$ cat src/rtl/nsp_pkg.sv
// ----------------------------------------------------------------------------
// nsp_pkg
// Shared widths, state-set codes and the character decode for the packer.
// ----------------------------------------------------------------------------
package nsp_pkg;

   localparam int CHAR_W    = 8;
   localparam int WORD_W    = 32;
   localparam int ROW_LEN_W = 24;
   localparam int SET_W     = 4;

   typedef logic [CHAR_W-1:0]    char_type;
   typedef logic [WORD_W-1:0]    word_type;
   typedef logic [ROW_LEN_W-1:0] row_len_type;
   typedef logic [SET_W-1:0]     set_type;

   // state-set bits
   localparam set_type SET_NONE = 4'h0;
   localparam set_type SET_A    = 4'h1;
   localparam set_type SET_C    = 4'h2;
   localparam set_type SET_G    = 4'h4;
   localparam set_type SET_T    = 4'h8;
   localparam set_type SET_ALL  = 4'hF;

   // accepted characters
   localparam char_type CH_A     = 8'h41;
   localparam char_type CH_C     = 8'h43;
   localparam char_type CH_G     = 8'h47;
   localparam char_type CH_T     = 8'h54;
   localparam char_type CH_U     = 8'h55;
   localparam char_type CH_Y     = 8'h59;
   localparam char_type CH_R     = 8'h52;
   localparam char_type CH_W     = 8'h57;
   localparam char_type CH_S     = 8'h53;
   localparam char_type CH_K     = 8'h4B;
   localparam char_type CH_M     = 8'h4D;
   localparam char_type CH_B     = 8'h42;
   localparam char_type CH_D     = 8'h44;
   localparam char_type CH_H     = 8'h48;
   localparam char_type CH_V     = 8'h56;
   localparam char_type CH_N     = 8'h4E;
   localparam char_type CH_X     = 8'h58;
   localparam char_type CH_QUERY = 8'h3F;
   localparam char_type CH_DASH  = 8'h2D;

   // zero result marks a character that is not allowed
   function automatic set_type decode_symbol(char_type ch);
      set_type set;
      unique case (ch)
         CH_A:     set = SET_A;
         CH_C:     set = SET_C;
         CH_G:     set = SET_G;
         CH_T:     set = SET_T;
         CH_U:     set = SET_T;
         CH_Y:     set = SET_C | SET_T;
         CH_R:     set = SET_A | SET_G;
         CH_W:     set = SET_A | SET_T;
         CH_S:     set = SET_C | SET_G;
         CH_K:     set = SET_G | SET_T;
         CH_M:     set = SET_A | SET_C;
         CH_B:     set = SET_C | SET_G | SET_T;
         CH_D:     set = SET_A | SET_G | SET_T;
         CH_H:     set = SET_A | SET_C | SET_T;
         CH_V:     set = SET_A | SET_C | SET_G;
         CH_N:     set = SET_ALL;
         CH_X:     set = SET_ALL;
         CH_QUERY: set = SET_ALL;
         CH_DASH:  set = SET_ALL;
         default:  set = SET_NONE;
      endcase
      return set;
   endfunction

endpackage

$ cat src/rtl/nsp_req_if.sv
// ----------------------------------------------------------------------------
// nsp_req_if
// Character channel: one alignment character per beat.
// ----------------------------------------------------------------------------
interface nsp_req_if;
   logic               valid;
   logic               ready;
   nsp_pkg::char_type  base_char;

   modport source (output valid, output base_char, input ready);
   modport sink   (input valid, input base_char, output ready);
endinterface

$ cat src/rtl/nsp_rsp_if.sv
// ----------------------------------------------------------------------------
// nsp_rsp_if
// Packed word channel: one packed word with its flags per beat.
// ----------------------------------------------------------------------------
interface nsp_rsp_if;
   logic               valid;
   logic               ready;
   nsp_pkg::word_type  packed_word;
   logic               row_end;
   logic               bad_symbol;

   modport source (output valid, output packed_word, output row_end, output bad_symbol,
                   input ready);
   modport sink   (input valid, input packed_word, input row_end, input bad_symbol,
                   output ready);
endinterface

$ cat src/rtl/nucleotide_stateset_packer.sv
// ----------------------------------------------------------------------------
// nucleotide_stateset_packer
// Packs alignment characters into words of 4-bit nucleotide state sets.
// ----------------------------------------------------------------------------
// path: a completing character goes from the input register to the result register
// throughput: one character per cycle, set by the single decode-and-insert stage,
//   unless a finished word waits on a held result register; a word leaves every
//   NIBBLES_PER_WORD characters or at row end
// reset: synchronous, clears the word, column, nibble and error state and the
//   valid flags; row_length returns to 1
module nucleotide_stateset_packer #(
   parameter int NIBBLES_PER_WORD = 8
) (
   input  logic                   clock,
   input  logic                   reset,
   nsp_req_if.sink                req_bus,
   nsp_rsp_if.source              rsp_bus,
   input  logic                   csr_write_en,
   input  nsp_pkg::row_len_type   csr_write_data
);

   localparam int NIB_POS_W   = $clog2(NIBBLES_PER_WORD);
   localparam int WORD_NIBS   = nsp_pkg::WORD_W / nsp_pkg::SET_W;
   localparam int COL_SUM_W   = nsp_pkg::ROW_LEN_W + 1;

   // row length register
   nsp_pkg::row_len_type row_len_ff;

   // input register
   logic                 s1_valid_ff;
   nsp_pkg::char_type    s1_char_ff;

   // packing state
   nsp_pkg::word_type    acc_ff, acc_in;
   nsp_pkg::row_len_type col_ff, col_in;
   logic [NIB_POS_W-1:0] nib_ff, nib_in;
   logic                 err_ff, err_in;

   // result register
   logic                 rsp_valid_ff, rsp_valid_in;
   nsp_pkg::word_type    rsp_word_ff;
   logic                 rsp_row_end_ff;
   logic                 rsp_bad_ff;

   // decode and insert
   nsp_pkg::set_type     cur_set;
   logic                 cur_bad;
   logic [COL_SUM_W-1:0] col_next;
   logic                 last_col;
   logic                 word_full;
   logic                 emit;
   nsp_pkg::word_type    word_in;
   logic                 out_room;
   logic                 s1_go;
   logic                 req_beat;

   assign cur_set  = nsp_pkg::decode_symbol(s1_char_ff);
   assign cur_bad  = (cur_set == nsp_pkg::SET_NONE);

   // a column at or past the row length ends the row; zero length ends every column
   assign col_next  = {1'b0, col_ff} + COL_SUM_W'(1);
   assign last_col  = (col_next >= {1'b0, row_len_ff});
   assign word_full = (nib_ff == NIB_POS_W'(NIBBLES_PER_WORD - 1));
   assign emit      = last_col || word_full;

   // insert the new nibble; on row end pad the rest of the word with all-ones,
   // nibbles beyond the 32-bit word are dropped
   always_comb begin
      word_in = acc_ff;
      for (int i = 0; i < WORD_NIBS; i++) begin
         if (i == int'(nib_ff)) begin
            word_in[i*nsp_pkg::SET_W +: nsp_pkg::SET_W] =
               acc_ff[i*nsp_pkg::SET_W +: nsp_pkg::SET_W] | cur_set;
         end else if (last_col && (i > int'(nib_ff)) && (i < NIBBLES_PER_WORD)) begin
            word_in[i*nsp_pkg::SET_W +: nsp_pkg::SET_W] = nsp_pkg::SET_ALL;
         end
      end
   end

   // the stage moves on unless it has a word and the result register is held
   assign out_room  = !rsp_valid_ff || rsp_bus.ready;
   assign s1_go     = s1_valid_ff && (!emit || out_room);
   assign req_bus.ready = !s1_valid_ff || s1_go;
   assign req_beat  = req_bus.valid && req_bus.ready;

   // next packing state
   always_comb begin
      acc_in = acc_ff;
      col_in = col_ff;
      nib_in = nib_ff;
      err_in = err_ff;
      if (s1_go) begin
         if (emit) begin
            acc_in = '0;
            nib_in = '0;
            err_in = 1'b0;
            col_in = last_col ? '0 : col_next[nsp_pkg::ROW_LEN_W-1:0];
         end else begin
            acc_in = word_in;
            nib_in = nib_ff + NIB_POS_W'(1);
            err_in = err_ff || cur_bad;
            col_in = col_next[nsp_pkg::ROW_LEN_W-1:0];
         end
      end
   end

   always_comb begin
      rsp_valid_in = rsp_valid_ff;
      if (s1_go && emit) begin
         rsp_valid_in = 1'b1;
      end else if (rsp_bus.ready) begin
         rsp_valid_in = 1'b0;
      end
   end

   // control state
   always_ff @(posedge clock) begin
      if (reset) begin
         row_len_ff   <= nsp_pkg::ROW_LEN_W'(1);
         s1_valid_ff  <= 1'b0;
         acc_ff       <= '0;
         col_ff       <= '0;
         nib_ff       <= '0;
         err_ff       <= 1'b0;
         rsp_valid_ff <= 1'b0;
      end else begin
         if (csr_write_en) begin
            row_len_ff <= csr_write_data;
         end
         if (req_bus.ready) begin
            s1_valid_ff <= req_bus.valid;
         end
         acc_ff       <= acc_in;
         col_ff       <= col_in;
         nib_ff       <= nib_in;
         err_ff       <= err_in;
         rsp_valid_ff <= rsp_valid_in;
      end
   end

   // payload registers
   always_ff @(posedge clock) begin
      if (req_beat) begin
         s1_char_ff <= req_bus.base_char;
      end
      if (s1_go && emit) begin
         rsp_word_ff    <= word_in;
         rsp_row_end_ff <= last_col;
         rsp_bad_ff     <= err_ff || cur_bad;
      end
   end

   assign rsp_bus.valid       = rsp_valid_ff;
   assign rsp_bus.packed_word = rsp_word_ff;
   assign rsp_bus.row_end     = rsp_row_end_ff;
   assign rsp_bus.bad_symbol  = rsp_bad_ff;

   // nibble position stays inside the word
   a_nib_range: assert property (@(posedge clock) disable iff (reset)
      int'(nib_ff) < NIBBLES_PER_WORD)
      else $error("nibble position beyond word");

   // a finished word restarts at nibble zero with a clean error flag
   a_word_restart: assert property (@(posedge clock) disable iff (reset)
      (s1_go && emit) |=> (nib_ff == '0) && !err_ff && (acc_ff == '0))
      else $error("word state not cleared after emit");

   // row end returns the column to zero
   a_row_restart: assert property (@(posedge clock) disable iff (reset)
      (s1_go && last_col) |=> (col_ff == '0))
      else $error("column not cleared at row end");

   // the input side only stalls with a character held in the input register
   a_stall_cause: assert property (@(posedge clock) disable iff (reset)
      !req_bus.ready |-> (s1_valid_ff && emit && rsp_valid_ff && !rsp_bus.ready))
      else $error("input stalled without a held word");

endmodule

$ cat src/flat_wrapper.sv
// flat-port wrapper written by rule: the top's interface ports become plain ports
module nucleotide_stateset_packer_flat 
#(
   parameter int NIBBLES_PER_WORD = 8
)
  (clock, reset, csr_write_en, csr_write_data, req_bus_valid, req_bus_base_char, req_bus_ready, rsp_bus_valid, rsp_bus_packed_word, rsp_bus_row_end, rsp_bus_bad_symbol, rsp_bus_ready);
  nsp_req_if req_bus_i ();
  nsp_rsp_if rsp_bus_i ();
  input  logic clock;
  input  logic reset;
  input  logic csr_write_en;
  input  nsp_pkg::row_len_type csr_write_data;
  input wire logic [$bits(req_bus_i.valid)-1:0] req_bus_valid;
  input wire logic [$bits(req_bus_i.base_char)-1:0] req_bus_base_char;
  output wire logic [$bits(req_bus_i.ready)-1:0] req_bus_ready;
  output wire logic [$bits(rsp_bus_i.valid)-1:0] rsp_bus_valid;
  output wire logic [$bits(rsp_bus_i.packed_word)-1:0] rsp_bus_packed_word;
  output wire logic [$bits(rsp_bus_i.row_end)-1:0] rsp_bus_row_end;
  output wire logic [$bits(rsp_bus_i.bad_symbol)-1:0] rsp_bus_bad_symbol;
  input wire logic [$bits(rsp_bus_i.ready)-1:0] rsp_bus_ready;
  assign req_bus_i.valid = req_bus_valid;
  assign req_bus_i.base_char = req_bus_base_char;
  assign req_bus_ready = req_bus_i.ready;
  assign rsp_bus_valid = rsp_bus_i.valid;
  assign rsp_bus_packed_word = rsp_bus_i.packed_word;
  assign rsp_bus_row_end = rsp_bus_i.row_end;
  assign rsp_bus_bad_symbol = rsp_bus_i.bad_symbol;
  assign rsp_bus_i.ready = rsp_bus_ready;
  nucleotide_stateset_packer #(.NIBBLES_PER_WORD(NIBBLES_PER_WORD)) u_core (.clock(clock), .reset(reset), .req_bus(req_bus_i), .rsp_bus(rsp_bus_i), .csr_write_en(csr_write_en), .csr_write_data(csr_write_data));
endmodule
$ cat config.mk
export PLATFORM = sky130hd
export DESIGN_NAME = nucleotide_stateset_packer_flat
export DESIGN_NICKNAME = d
export VERILOG_FILES = /design/src/rtl/nsp_pkg.sv /design/src/rtl/nsp_req_if.sv /design/src/rtl/nsp_rsp_if.sv /design/src/rtl/nucleotide_stateset_packer.sv /design/src/flat_wrapper.sv
export SDC_FILE = /design/constraint.sdc
export NUM_CORES = 1
export LEC_CHECK = 0
export BUFFER_PORTS_ARGS = -buffer_cell sky130_fd_sc_hd__buf_2
export CORE_MARGIN = 2
export CORE_UTILIZATION = 53
export DETAILED_ROUTE_END_ITERATION = 16
export GPL_ROUTABILITY_DRIVEN = 0
export GPL_TIMING_DRIVEN = 0
export MAX_ROUTING_LAYER = met4
export PLACE_DENSITY = 0.72
export RECOVER_POWER = 25
export SLEW_MARGIN = 5
export SYNTH_ARGS = -nofsm -noshare
export SYNTH_HDL_FRONTEND = slang
export SYNTH_SLANG_ARGS = --single-unit
$ cat constraint.sdc
create_clock -name clock -period 5.21 [get_ports clock]
set_input_delay 1.3025 -clock clock [delete_from_list [all_inputs] [get_ports clock]]
set_output_delay 1.3025 -clock clock [all_outputs]
set_load 0.05 [all_outputs]
Word level (Yosys, flattened, before mapping) --
Cells that the tools add are included.
Cells by class: reduce and logical (&&, ||, !) cells 23, add/subtract/negate cells 2, bitwise logic cells 8, magnitude comparators 8, mux-type cells 23, eq/ne operators 27
Operator list (number):
- $eq A8 B7 Y1 const B | 17
- $mux W4 | 15
- $pmux W4 S15 | 1
- $mux W24 | 2
- $mux W32 | 1
- $or A4 B4 Y4 | 8
- $add A24 B1 Y25 const B | 1
- $ge A25 B24 Y1 | 1
- $eq A8 B6 Y1 const B | 2
- $eq A3 B3 Y1 const A | 4
- $gt A3 B3 Y1 const A | 4
- $logic_and A1 B1 Y1 | 10
- $eq A2 B3 Y1 const A | 2
- $gt A2 B3 Y1 const A | 2
- $logic_or A1 B1 Y1 | 5
- $logic_not A4 Y1 | 1
- $reduce_or A4 Y1 | 1
- $add A3 B1 Y3 const B | 1
- $eq A1 B3 Y1 const A | 1
- $eq A3 B3 Y1 const B | 1
- $gt A1 B3 Y1 const A | 1
- $logic_not A1 Y1 | 3
- $logic_not A3 Y1 | 1
- $mux W1 | 3
- other kinds (3) | 3
Word-level totals: output and inout bits 36, input bits 37, logic and storage cells 102, flip-flop bits (word level) 128

Logic depth before layout (Yosys ltp) --
Gate-level depths: netlist (run 1).
word-level depth 8, mapped depth 17, depth with buffers taken out 15

Least setup slack after synthesis (run 1) --
Ideal clock, no wire load.
path kind register -> register, from register u_core.col_ff[0], to register u_core.rsp_bad_ff (netlist: u_core.rsp_bus.bad_symbol), enable pin, arrival time 4.519 ns, slack 0.266 ns, buffers on the path 1, cell stages (with the launch flop) 15, clock period less this slack 4.944 ns, cell sequence dfxtp_1 > ha_1 > nand3_4 > nor4_4 > and2_1 > nand4_1 > xnor2_1 > ha_1 > nand4_2 > nor4_4 > o211ai_2 > o2111ai_2 > nor2_2 > buf_2 > nor2_1
On the way: cells in the longest elaborated chain, start to end 7
Ends and longest elaborated chain:
- start: declaration | line nucleotide_stateset_packer.sv:35 | nsp_pkg::row_len_type col_ff, col_in;
- start signal: assignment | line nucleotide_stateset_packer.sv:134 | col_ff <= col_in;
- $add A24 B1 Y25 * | line nucleotide_stateset_packer.sv:61 | assign col_next = {1'b0, col_ff} + COL_SUM_W'(1);
- $ge A25 B24 Y1 * | line nucleotide_stateset_packer.sv:62 | assign last_col = (col_next >= {1'b0, row_len_ff});
- $logic_or A1 B1 Y1 * | line nucleotide_stateset_packer.sv:64 | assign emit = last_col || word_full;
- $logic_not A1 Y1 | line nucleotide_stateset_packer.sv:82 | assign s1_go = s1_valid_ff && (!emit || out_room);
- $logic_or A1 B1 Y1 | line nucleotide_stateset_packer.sv:82
- $logic_and A1 B1 Y1 | line nucleotide_stateset_packer.sv:82
- $logic_and A1 B1 Y1 * | line nucleotide_stateset_packer.sv:146 | if (s1_go && emit) begin
- end signal: assignment | line nucleotide_stateset_packer.sv:149 | rsp_bad_ff <= err_ff || cur_bad;
- end: declaration | line nucleotide_stateset_packer.sv:43 | logic rsp_bad_ff;
Mark *: on every way between the ends. The rest lies on a longest branch, timed or not. A chain may end at the register's enable or synchronous reset.

Final worst setup path (run 1) --
from register u_core.col_ff[4], to output port req_bus_ready
On the way: cells in the longest elaborated chain, start to end 7
Ends and longest elaborated chain:
- $add A24 B1 Y25 | line nucleotide_stateset_packer.sv:61
- $ge A25 B24 Y1 | line nucleotide_stateset_packer.sv:62
- $logic_or A1 B1 Y1 | line nucleotide_stateset_packer.sv:64
- $logic_not A1 Y1 | line nucleotide_stateset_packer.sv:82
- $logic_or A1 B1 Y1 | line nucleotide_stateset_packer.sv:82
- $logic_and A1 B1 Y1 | line nucleotide_stateset_packer.sv:82
- $logic_or A1 B1 Y1 | line nucleotide_stateset_packer.sv:83 | assign req_bus.ready = !s1_valid_ff || s1_go;
- end: declaration | line flat_wrapper.sv:15 | output wire logic [$bits(req_bus_i.ready)-1:0] req_bus_ready;
No other way between the ends.

==> results of run 1 <==
critical path, stage by stage, from the launching register on:
cell	delay, ns
dfxtp_1	0.30
buf_2	0.18
nand4_4	0.17
nor4_4	0.30
and2_4	0.20
nand4_1	0.11
xnor2_1	0.18
ha_1	0.35
nand4_4	0.13
nor4_4	0.38
o211ai_2	0.22
o2111ai_2	0.29
o21ai_2	0.09
or2_4	0.26
buf_6	0.16
per-stage QoR:
step / cell area [um2] / power (mW) / setup WS, ns
global placement: 7121 / 1.266 / -0.9018
floorplan: 6555 / 1.216 / 0.2660
finish: 7903 / 2.453 / 0.1515
detailed placement: 7148 / 1.272 / -0.1479
global route: 7903 / 2.535 / -0.05672
CTS: 7789 / 2.468 / 0.0001932
state kept, by name, indices dropped and copies added (netlist names):
name	count
u_core.acc_ff	32
u_core.col_ff	24
u_core.err_ff	1
u_core.nib_ff	3
u_core.row_len_ff	24
u_core.rsp_bus.bad_symbol	1
u_core.rsp_bus.packed_word	32
u_core.rsp_bus.row_end	1
u_core.rsp_bus.valid	1
u_core.s1_char_ff	8
u_core.s1_valid_ff	1
cells in the final DEF, fill, tap and decap left out, types with 12 or more instances in the layout:
| cell | instances |
|---|---|
| dfxtp_1 | 78 |
| clkbuf_1 | 53 |
| nor2_1 | 50 |
| buf_2 | 46 |
| nand2_1 | 44 |
| edfxtp_1 | 42 |
| inv_1 | 35 |
| ha_1 | 30 |
| mux2i_1 | 26 |
| o2bb2ai_1 | 26 |
| nand3_1 | 23 |
| clkbuf_16 | 17 |
| a21oi_1 | 16 |
| xnor2_1 | 14 |
| buf_4 | 14 |
| and3_1 | 13 |
| nor2b_1 | 13 |
| a31oi_1 | 13 |
| o21ai_0 | 12 |
| o21bai_1 | 12 |
| a221o_1 | 12 |
power by group through the flow:
stage / clock network (mW) / logic (mW) / registers (mW)
after floorplan: 0 / 0.134 / 1.08
after global placement: 0 / 0.185 / 1.08
after detailed placement: 0 / 0.191 / 1.08
after CTS: 1.22 / 0.192 / 1.06
after global routing: 1.26 / 0.217 / 1.06
final: 1.20 / 0.197 / 1.06
cell families after synthesis:
family	Yosys count	share of synthesized area, %
simple gates	214	17.79
buf+inv	75	5.287
fa+ha+maj	31	5.917
mux	27	4.142
xor+xnor	25	3.340
compound gates	151	18.02
flops	128	45.50
final cells by class:
cell class | count | share of cell area [%]
buffer | 37 | 2.565
clock buffer | 20 | 5.526
clock inverter | 12 | 2.027
inverter | 36 | 1.710
multi-input combinational | 448 | 42.05
sequential | 128 | 37.97
tap | 168 | 2.660
timing repair buffer | 85 | 5.494
worst paths after layout:
| check | from | endpoint | slack, ns | depth (start not counted) |
|---|---|---|---|---|
| worst max-delay path | u_core.col_ff[4]$_SDFFE_PP0P_ | req_bus_ready | 0.15 | 14 |
| worst min-delay path | u_core.acc_ff[28]$_SDFFE_PP0P_ | u_core.acc_ff[28]$_SDFFE_PP0P_ | 0.45 | 1 |
| worst max register to register | u_core.col_ff[9]$_SDFFE_PP0P_ | u_core.col_ff[16]$_SDFFE_PP0P_ | 1.17 | 17 |
| worst min register to register | u_core.acc_ff[28]$_SDFFE_PP0P_ | u_core.acc_ff[28]$_SDFFE_PP0P_ | 0.45 | 1 |
per-layer routing:
layer / up-vias / GRT usage [%] / routed length, um
met5: - / - / 0
met4: 0 / 11.81 / 320
met3: 26 / 5.219 / 876
met2: 169 / 39.14 / 7509
met1: 2480 / 30.63 / 6624
li1: 2583 / - / -
repair_timing:
item,CTS,global route
resized for setup,10,22
pin swaps,5,12
setup endpoints to repair,1,1
buffers inserted,3,10
cloned,0,0
==> summary.txt, run 1 <==
power share of the sequential group = 43.2%
switching share of power = 23.51%
Post-synth ARST share = 0%
Post-Route Skew = 0.01061 ns
leading area contributor after synthesis = dfxtp_1
most frequent cell after synthesis = dfxtp_1
hpwl dp = 10690 um
Worst-path clk slew = 0.06 ns
Post-Syn Instances = 651
static leakage = 3.277 nW
CP Class = flip-flop to output pin
Worst VDD drop = 0.2464 mV
maxcap violations = 0
Worst Tran Pin Value = 0.7755 ns
WL final = 15330 um
Yosys reg bits = 128
PD cells = 310.4 nW/um2
Vias = 5258
Hold WC Path Type = flip-flop to flip-flop
Post-DRT Antenna Nets = 0
initial drt markers = 352
clock sinks = 128
synthesized area = 6555 um2
first-pass GRT wire length = 24820 um
placed cells = 891
Syn-to-layout area delta = 20.56%
Nets = 821
fin. max-slew vios = 0
Pint = 1.877 mW
Die W = 115.2 um
Hold Worst Slack = 0.4516 ns
relative slew slack = 48.19%
Reg area = 3000 um2
top post-synthesis cells by count = dfxtp_1, nor2_1, nand2_1
WL/cell = 16.41 um
Post-CTS Hold Fix Bufs = 0
Filler Cell Count = 1005
synth unique cells = 72
CP Data Required Time = 3.91 ns
# rows = 40
fin util = 65.52%
switching power total = 0.5768 mW
Avg Synthesized Cell Area = 10.07 um2
initial antenna violation count = 0
Layout Cells excl Fill = 934
ANT cells = 0
Setup-failing EPs final = 0
core area = 12060 um2
outcome = finished, final reports clean
Pre-Repair DR Iteration Count = 4
final hold vios = 0
grt ovf = 0
ranking of synthesized cells by area = dfxtp_1, edfxtp_1, ha_1
crit-path max FO = 7
clk buf depth = 2
area occupied by multi-input gates = 3323 um2
vias in the first global route = 5171
CP Capture Type = output pin
CTS tree = done
sequential cell area fraction in the yosys report = 45.50%
clock share of power = 48.8%
Starting Density = 54.35%
Total GRT Usage = 24.87%
H-tree depth = 4
Tmin final = 5.059 ns
Clock Tree Root = clkbuf_16
largest net degree at the start of global routing = 31
syn nets = 719
PortBufs = 71
Residual DRC = 0
post-DR vias/cell = 5.630
Max Clk Rate = 0.1977 GHz
yosys warns = 0
chip height = 115.2 um
crit path DAT = 3.76 ns
I/O Pins = 73
area share of the leading cell type in the synthesized netlist = 26.26%
clock buffer count from CTS = 17
layout cells sized above 1 = 18.80%
Worst-Skew Late Latency = 0.43 ns
die area = 13270 um2
Critical Path Source Type = flip-flop
final worst-path cycle share = 97.09%
setup TNS = 0 ns
Post-synth EDFFs = 42
most frequently used flop master after synthesis = dfxtp_1
Logic pwr share = 8.0%
No activity file was read; power rests on OpenSTA's default activity.
==> run 2, diff against run 1 <==
Settings changed: REMOVE_ABC_BUFFERS set to 1.
==> run 2 against run 1 <==
Against the previous run: the flow now finishes with violations (max-capacitance violations, max-slew violations); die area unchanged; combinational power is 10% lower; global-route usage fell by 0.79 points; register-to-register slack worse by 0.69 ns; power up 0.74%; setup slack got worse by 0.088 ns; sequential power is essentially flat; first-iteration DRC count down 4.8%; cell area fell by 1.5%; count of clock-buffer cells in the layout did not move; critical endpoint unchanged; largest power group unchanged.
==> summary.txt, run 2 (same netlist as run 1, synthesis figures left out) <==
switching power total = 0.5731 mW
clk buf depth = 2
met2 GRT Util = 40.98%
origin of the critical flop-to-flop path = u_core.col_ff[8]$_SDFFE_PP0P_
Starting Density = 54.35%
Post-CTS Hold Fix Bufs = 0
Pint = 1.898 mW
hpwl dp = 9691 um
Hold WC Path Type = flip-flop to flip-flop
H-tree depth = 4
Clock Tree Root = clkbuf_16
layout cells sized above 1 = 21.20%
Critical Path Source Type = flip-flop
grt ovf = 0
# rows = 40
min-delay src = u_core.acc_ff[28]$_SDFFE_PP0P_
Nets = 786
fin. max-slew vios = 25
Tmin final = 5.147 ns
met1 usage = 28.48%
CP Class = flip-flop to output pin
WL/cell = 16.23 um
worst hold path stage count = 1
setup TNS = 0 ns
crit-path max FO = 5
Setup-failing EPs final = 0
maximum single-stage delay on the critical path = 0.39 ns
clock sinks = 128
vias in the first global route = 5033
Worst VDD drop = 0.2008 mV
failing checks = max-capacitance violations, max-slew violations
CTS tree = done
Max Clk Rate = 0.1943 GHz
worst reg-to-reg path cell count = 17
GRT met3 Usage = 4.850%
I/O Pins = 73
switching share of power = 23.19%
Total GRT Usage = 24.08%
most common cell after layout, fill and taps aside = dfxtp_1
PD cells = 317.4 nW/um2
Post-Route Skew = 0.009805 ns
Residual DRC = 0
crit path DAT = 3.84 ns
maxcap violations = 1
Die W = 115.2 um
Reg2Reg Capture Point = u_core.acc_ff[30]$_SDFFE_PP0P_
CP Cell Sequence = nand4_1, buf_4, nor4_4, and2_4, nand4_1, xnor2_2, ha_4, nand4_4, nor4_4, o211ai_2, o2111ai_2, o21ai_2, or2_4, buf_6
CP Data Required Time = 3.91 ns
Worst Tran Pin Value = 1.648 ns
commonest cells after routing, fill and taps aside = dfxtp_1, buf_2, nor2_1
final hold vios = 0
post-DR vias/cell = 5.699
WL final = 14590 um
relative slew slack = -9.874%
chip height = 115.2 um
clock buffer count from CTS = 17
r2r setup slk = 0.48 ns
initial antenna violation count = 0
Pre-Repair DR Iteration Count = 5
initial drt markers = 335
placed cells = 852
first-pass GRT wire length = 24070 um
power share of the sequential group = 43.2%
grt peak-use layer = met2
Filler Cell Count = 968
delay-heaviest family, CP = simple AND/OR/NAND/NOR gates
ANT cells = 0
clock share of power = 49.6%
hold endpoint = u_core.acc_ff[28]$_SDFFE_PP0P_
static leakage = 3.261 nW
Syn-to-layout area delta = 18.78%
largest net degree at the start of global routing = 43
CP Buf/Inv Count = 2
Layout Cells excl Fill = 899
final worst-path cycle share = 98.79%
Worst-path clk slew = 0.06 ns
Worst-Skew Late Latency = 0.43 ns
die area = 13270 um2
Vias = 5123
CP Capture Type = output pin
outcome = complete, but fails checks
Logic pwr share = 7.2%
Post-DRT Antenna Nets = 0
PortBufs = 72
crit path max-delay cell type = nor4_4
core area = 12060 um2
-- run 2: worst register-to-register path, delay by kind of cell (launching register included) --
family / cells / cell delay, ns
buffers and inverters: 4 / 0.61
AO/OA/AOI/OAI: 3 / 1.47
XOR/XNOR: 1 / 0.28
adder cells (fa/ha/maj): 1 / 0.25
AND/OR/NAND/NOR: 8 / 1.70
flip-flops: 1 / 0.36
-- run 2: worst max-delay path by stage --
| stage | cells past startpoint | slack (ns) | end | from |
|---|---|---|---|---|
| 3_5_place_dp | 14 | -0.07 | req_bus_ready | u_core.col_ff[8]$_SDFFE_PP0P_ |
| 5_1_grt | 14 | -0.08 | req_bus_ready | u_core.col_ff[9]$_SDFFE_PP0P_ |
| 4_1_cts | 13 | 0.001 | req_bus_ready | u_core.col_ff[2]$_SDFFE_PP0P_ |
| 3_3_place_gp | 13 | -0.57 | u_core.rsp_bus.packed_word[20]$_DFFE_PP_ | u_core.col_ff[8]$_SDFFE_PP0P_ |
| 6_report | 14 | 0.06 | req_bus_ready | u_core.col_ff[8]$_SDFFE_PP0P_ |
| 2_1_floorplan | 13 | 0.36 | u_core.rsp_bus.bad_symbol$_DFFE_PP_ | u_core.col_ff[0]$_SDFFE_PP0P_ |
-- run 2: power groups by stage --
stage	logic (mW)	clock network, mW	registers [mW]
floorplan	0.110	0	1.09
global placement	0.161	0	1.09
detailed placement	0.168	0	1.09
CTS	0.171	1.24	1.07
global route	0.197	1.29	1.07
finish	0.177	1.23	1.07
-- run 2: layout make-up --
type	count	area [um2]	area share [%]
Clock buffer	20	456.7	5.865
Tap cell	168	210.2	2.700
Timing Repair Buffer	87	460.4	5.914
Inverter	36	135.1	1.736
Clock inverter	12	157.7	2.025
Multi-Input combinational cell	448	3361	43.16
Sequential cell	128	3005	38.60
-- run 2: stage by stage --
stage               total power [mW]  utilization, %  worst slack (ns)  instance area, um2  hold WS, ns
floorplan                      1.197               -            0.3587                6344       0.4236
global placement               1.249           57.32           -0.5690                6914       0.4358
detailed placement             1.257           57.39          -0.06514                6922       0.4417
CTS                            2.481           63.25          0.001476                7629       0.4587
global route                   2.557           64.55          -0.07851                7786       0.4689
finish                         2.471           64.55           0.06322                7786       0.4560
-- run 2: what timing repair did --
action,4_1_cts,5_1_grt
pin swaps,6,12
setup endpoints to repair,1,1
resized for setup,11,29
setup buffers,6,8
-- run 2: routing by layer --
metal	routed length (um)	part of all wire (%)
met2	7383	51
met1	6318	43
met5	0	0
met3	638	4.4
met4	253	1.7
==> run 3, diff against run 2 <==
Settings changed: ABC_AREA set to 1, SLEW_MARGIN 5 to 30.
==> run 3 against run 2 <==
Against the previous run: largest power group is now sequential cells; critical endpoint unchanged; largest cell class unchanged; count of clock-buffer cells in the layout unchanged; critical path type unchanged; the flow finishes with violations (max-capacitance violations); utilization decreased by 3.1 points; first-iteration DRC count grew 37%.
==> summary.txt, run 3 <==
outcome = complete, but fails checks
failing checks = max-capacitance violations
synth unique cells = 33
Critical Path Source Type = flip-flop
Hold WC Path Type = flip-flop to flip-flop
largest net degree at the start of global routing = 48
post-synthesis xor/xnor area fraction = 1.675%
compound-cell area share of the yosys netlist = 10.36%
Critical Path Start = u_core.col_ff[1]$_SDFFE_PP0P_
Post-synth ARST share = 0%
commonest cells after routing, fill and taps aside = nand2_1, inv_1, dfxtp_1
Post-Route Skew = 0.006434 ns
Reg2Reg Capture Point = u_core.col_ff[14]$_SDFFE_PP0P_
Post-synth EDFFs = 42
post-DR vias/cell = 5.010
area share of the leading cell type in the synthesized netlist = 25.32%
fin. max-slew vios = 0
grt ovf = 0
hold endpoint = u_core.acc_ff[29]$_SDFFE_PP0P_
Post-Syn Instances = 925
worst reg-to-reg path cell count = 26
I/O Pins = 73
clock buffer count from CTS = 17
crit-path max FO = 5
post-synthesis adder-cell area fraction = 5.705%
PD cells = 327.0 nW/um2
WL/cell = 12.29 um
Power Total = 2.525 mW
clk buf depth = 2
ranking of synthesized cells by area = dfxtp_1, edfxtp_1, nand2_1
Total GRT Usage = 23.03%
Worst Tran Pin Value = 1.484 ns
origin of the critical flop-to-flop path = u_core.col_ff[1]$_SDFFE_PP0P_
maxcap violations = 1
yosys warns = 0
initial drt markers = 460
clock sinks = 128
Vias = 5857
largest family of logic cells by synthesized area = simple AND/OR/NAND/NOR gates
synthesized area = 6799 um2
sequential cell area fraction in the yosys report = 43.87%
most frequent cell after synthesis = nand2_1
most common cell after layout, fill and taps aside = nand2_1
Post-DRT Antenna Nets = 0
# rows = 41
Yosys reg bits = 128
Max Clk Rate = 0.2030 GHz
first-pass GRT wire length = 24040 um
final worst-path cycle share = 94.55%
CTS tree = done
hpwl dp = 9578 um
setup TNS = 0 ns
relative slew slack = 0.5368%
CP Data Required Time = 3.91 ns
core area = 12570 um2
min-delay src = u_core.acc_ff[29]$_SDFFE_PP0P_
CP Class = flip-flop to output pin
Worst-path clk slew = 0.06 ns
Starting Density = 54.10%
leading area contributor after synthesis = dfxtp_1
simple-gate share of the synthesized area = 27.82%
Syn-to-layout area delta = 13.58%
H-tree depth = 4
CP Capture Type = output pin
Filler Cell Count = 1170
Tmin final = 4.926 ns
WL final = 14360 um
Setup-failing EPs final = 0
PortBufs = 72
Pre-Repair DR Iteration Count = 8
RSZ-0062 raised after global routing = false
ANT cells = 0
Worst VDD drop = 0.1766 mV
static leakage = 3.411 nW
Nets = 1052
crit path DAT = 3.62 ns
Die W = 117.3 um
vias in the first global route = 5121
multiplexer share of the synthesized area = 0%
r2r setup slk = 0.58 ns
Residual DRC = 0
chip height = 117.3 um
Avg Synthesized Cell Area = 7.350 um2
worst hold path stage count = 2
Worst-Skew Late Latency = 0.42 ns
initial antenna violation count = 0
top post-synthesis cells by count = nand2_1, inv_1, dfxtp_1
Clock Tree Root = clkbuf_16
final hold vios = 0
most frequently used flop master after synthesis = dfxtp_1
layout cells sized above 1 = 9.428%
die area = 13750 um2
run 3: cell types whose count changed after synthesis, moves of 14 or more:
cell	previous run	this run
nand2_1	44	245
inv_1	35	139
a21oi_1	16	83
nand3_1	24	76
nor2_1	55	85
mux2i_1	26	0
o2bb2ai_1	26	0
o21ai_0	12	37
and3_1	14	0
run 3: how the worst max path moves through the flow:
stage,end,slack (ns),cells past startpoint
floorplan,req_bus_ready,0.83,20
global placement,req_bus_ready,0.23,21
detailed placement,u_core.col_ff[14]$_SDFFE_PP0P_,0.26,24
CTS,req_bus_ready,0.14,21
global route,req_bus_ready,0.01,23
finish,req_bus_ready,0.28,23
run 3: power breakdown:
part           internal (mW)  switching [mW]
Combinational         0.0960           0.247
Clock                  0.620           0.441
Sequential              1.09          0.0296
run 3: final cells by class:
class | instances | area, um2 | share of cell area (%)
clock buffer | 20 | 446.7 | 5.784
clock inverter | 12 | 88.84 | 1.150
inverter | 143 | 538.0 | 6.967
multi-input combinational | 621 | 3118 | 40.38
sequential | 128 | 2985 | 38.66
tap | 172 | 215.2 | 2.787
timing repair buffer | 73 | 330.3 | 4.277
run 3: logic make-up after synthesis:
family,after synthesis
AND/OR/NAND/NOR,443
buffers and inverters,176
AO/OA/AOI/OAI,134
flip-flops,128
adder cells (fa/ha/maj),31
XOR/XNOR,13
run 3: repair_timing:
| item | in CTS | in global routing |
|---|---|---|
| hold buffers | 0 | 0 |
| pin swaps | 1 | 0 |
| setup endpoints to repair | 1 | 1 |
| resized for setup | 1 | 8 |
| setup buffers | 1 | 0 |
run 3: critical path, cell delays in order, from the launching register on:
cell	delay, ns
dfxtp_1	0.37
ha_1	0.19
nand2_1	0.10
nor2_4	0.13
nand2_2	0.13
nor2_4	0.13
nand2_1	0.07
nor2_2	0.12
nand2_1	0.08
nor2_1	0.15
nand3_1	0.09
nand2_1	0.09
inv_1	0.04
ha_1	0.28
nand2_1	0.09
nor2_2	0.16
nand2_1	0.11
inv_1	0.06
nand2_1	0.05
nand2_1	0.05
nand2_1	0.14
nand4_4	0.15
nand3_1	0.15
buf_6	0.23
run 3: per-layer routing:
metal / global-route usage (%) / part of all wire, %
met1: 32.00 / 50
met2: 33.07 / 42
met3: 4.274 / 5.7
met4: 9.490 / 2.2
met5: - / 0
run 3: stage by stage:
stage	worst slack (ns)	hold slack (ns)	instances	instance area [um2]	util, %
6_report	0.2840	0.4365	1169	7722	61.44
5_1_grt	0.01102	0.4607	1169	7722	61.44
4_1_cts	0.1410	0.4388	1169	7746	61.63
3_5_place_dp	0.2637	0.4282	1136	7196	57.25
3_3_place_gp	0.2329	0.4248	1136	7193	57.23
2_1_floorplan	0.8330	0.4159	892	6618	-
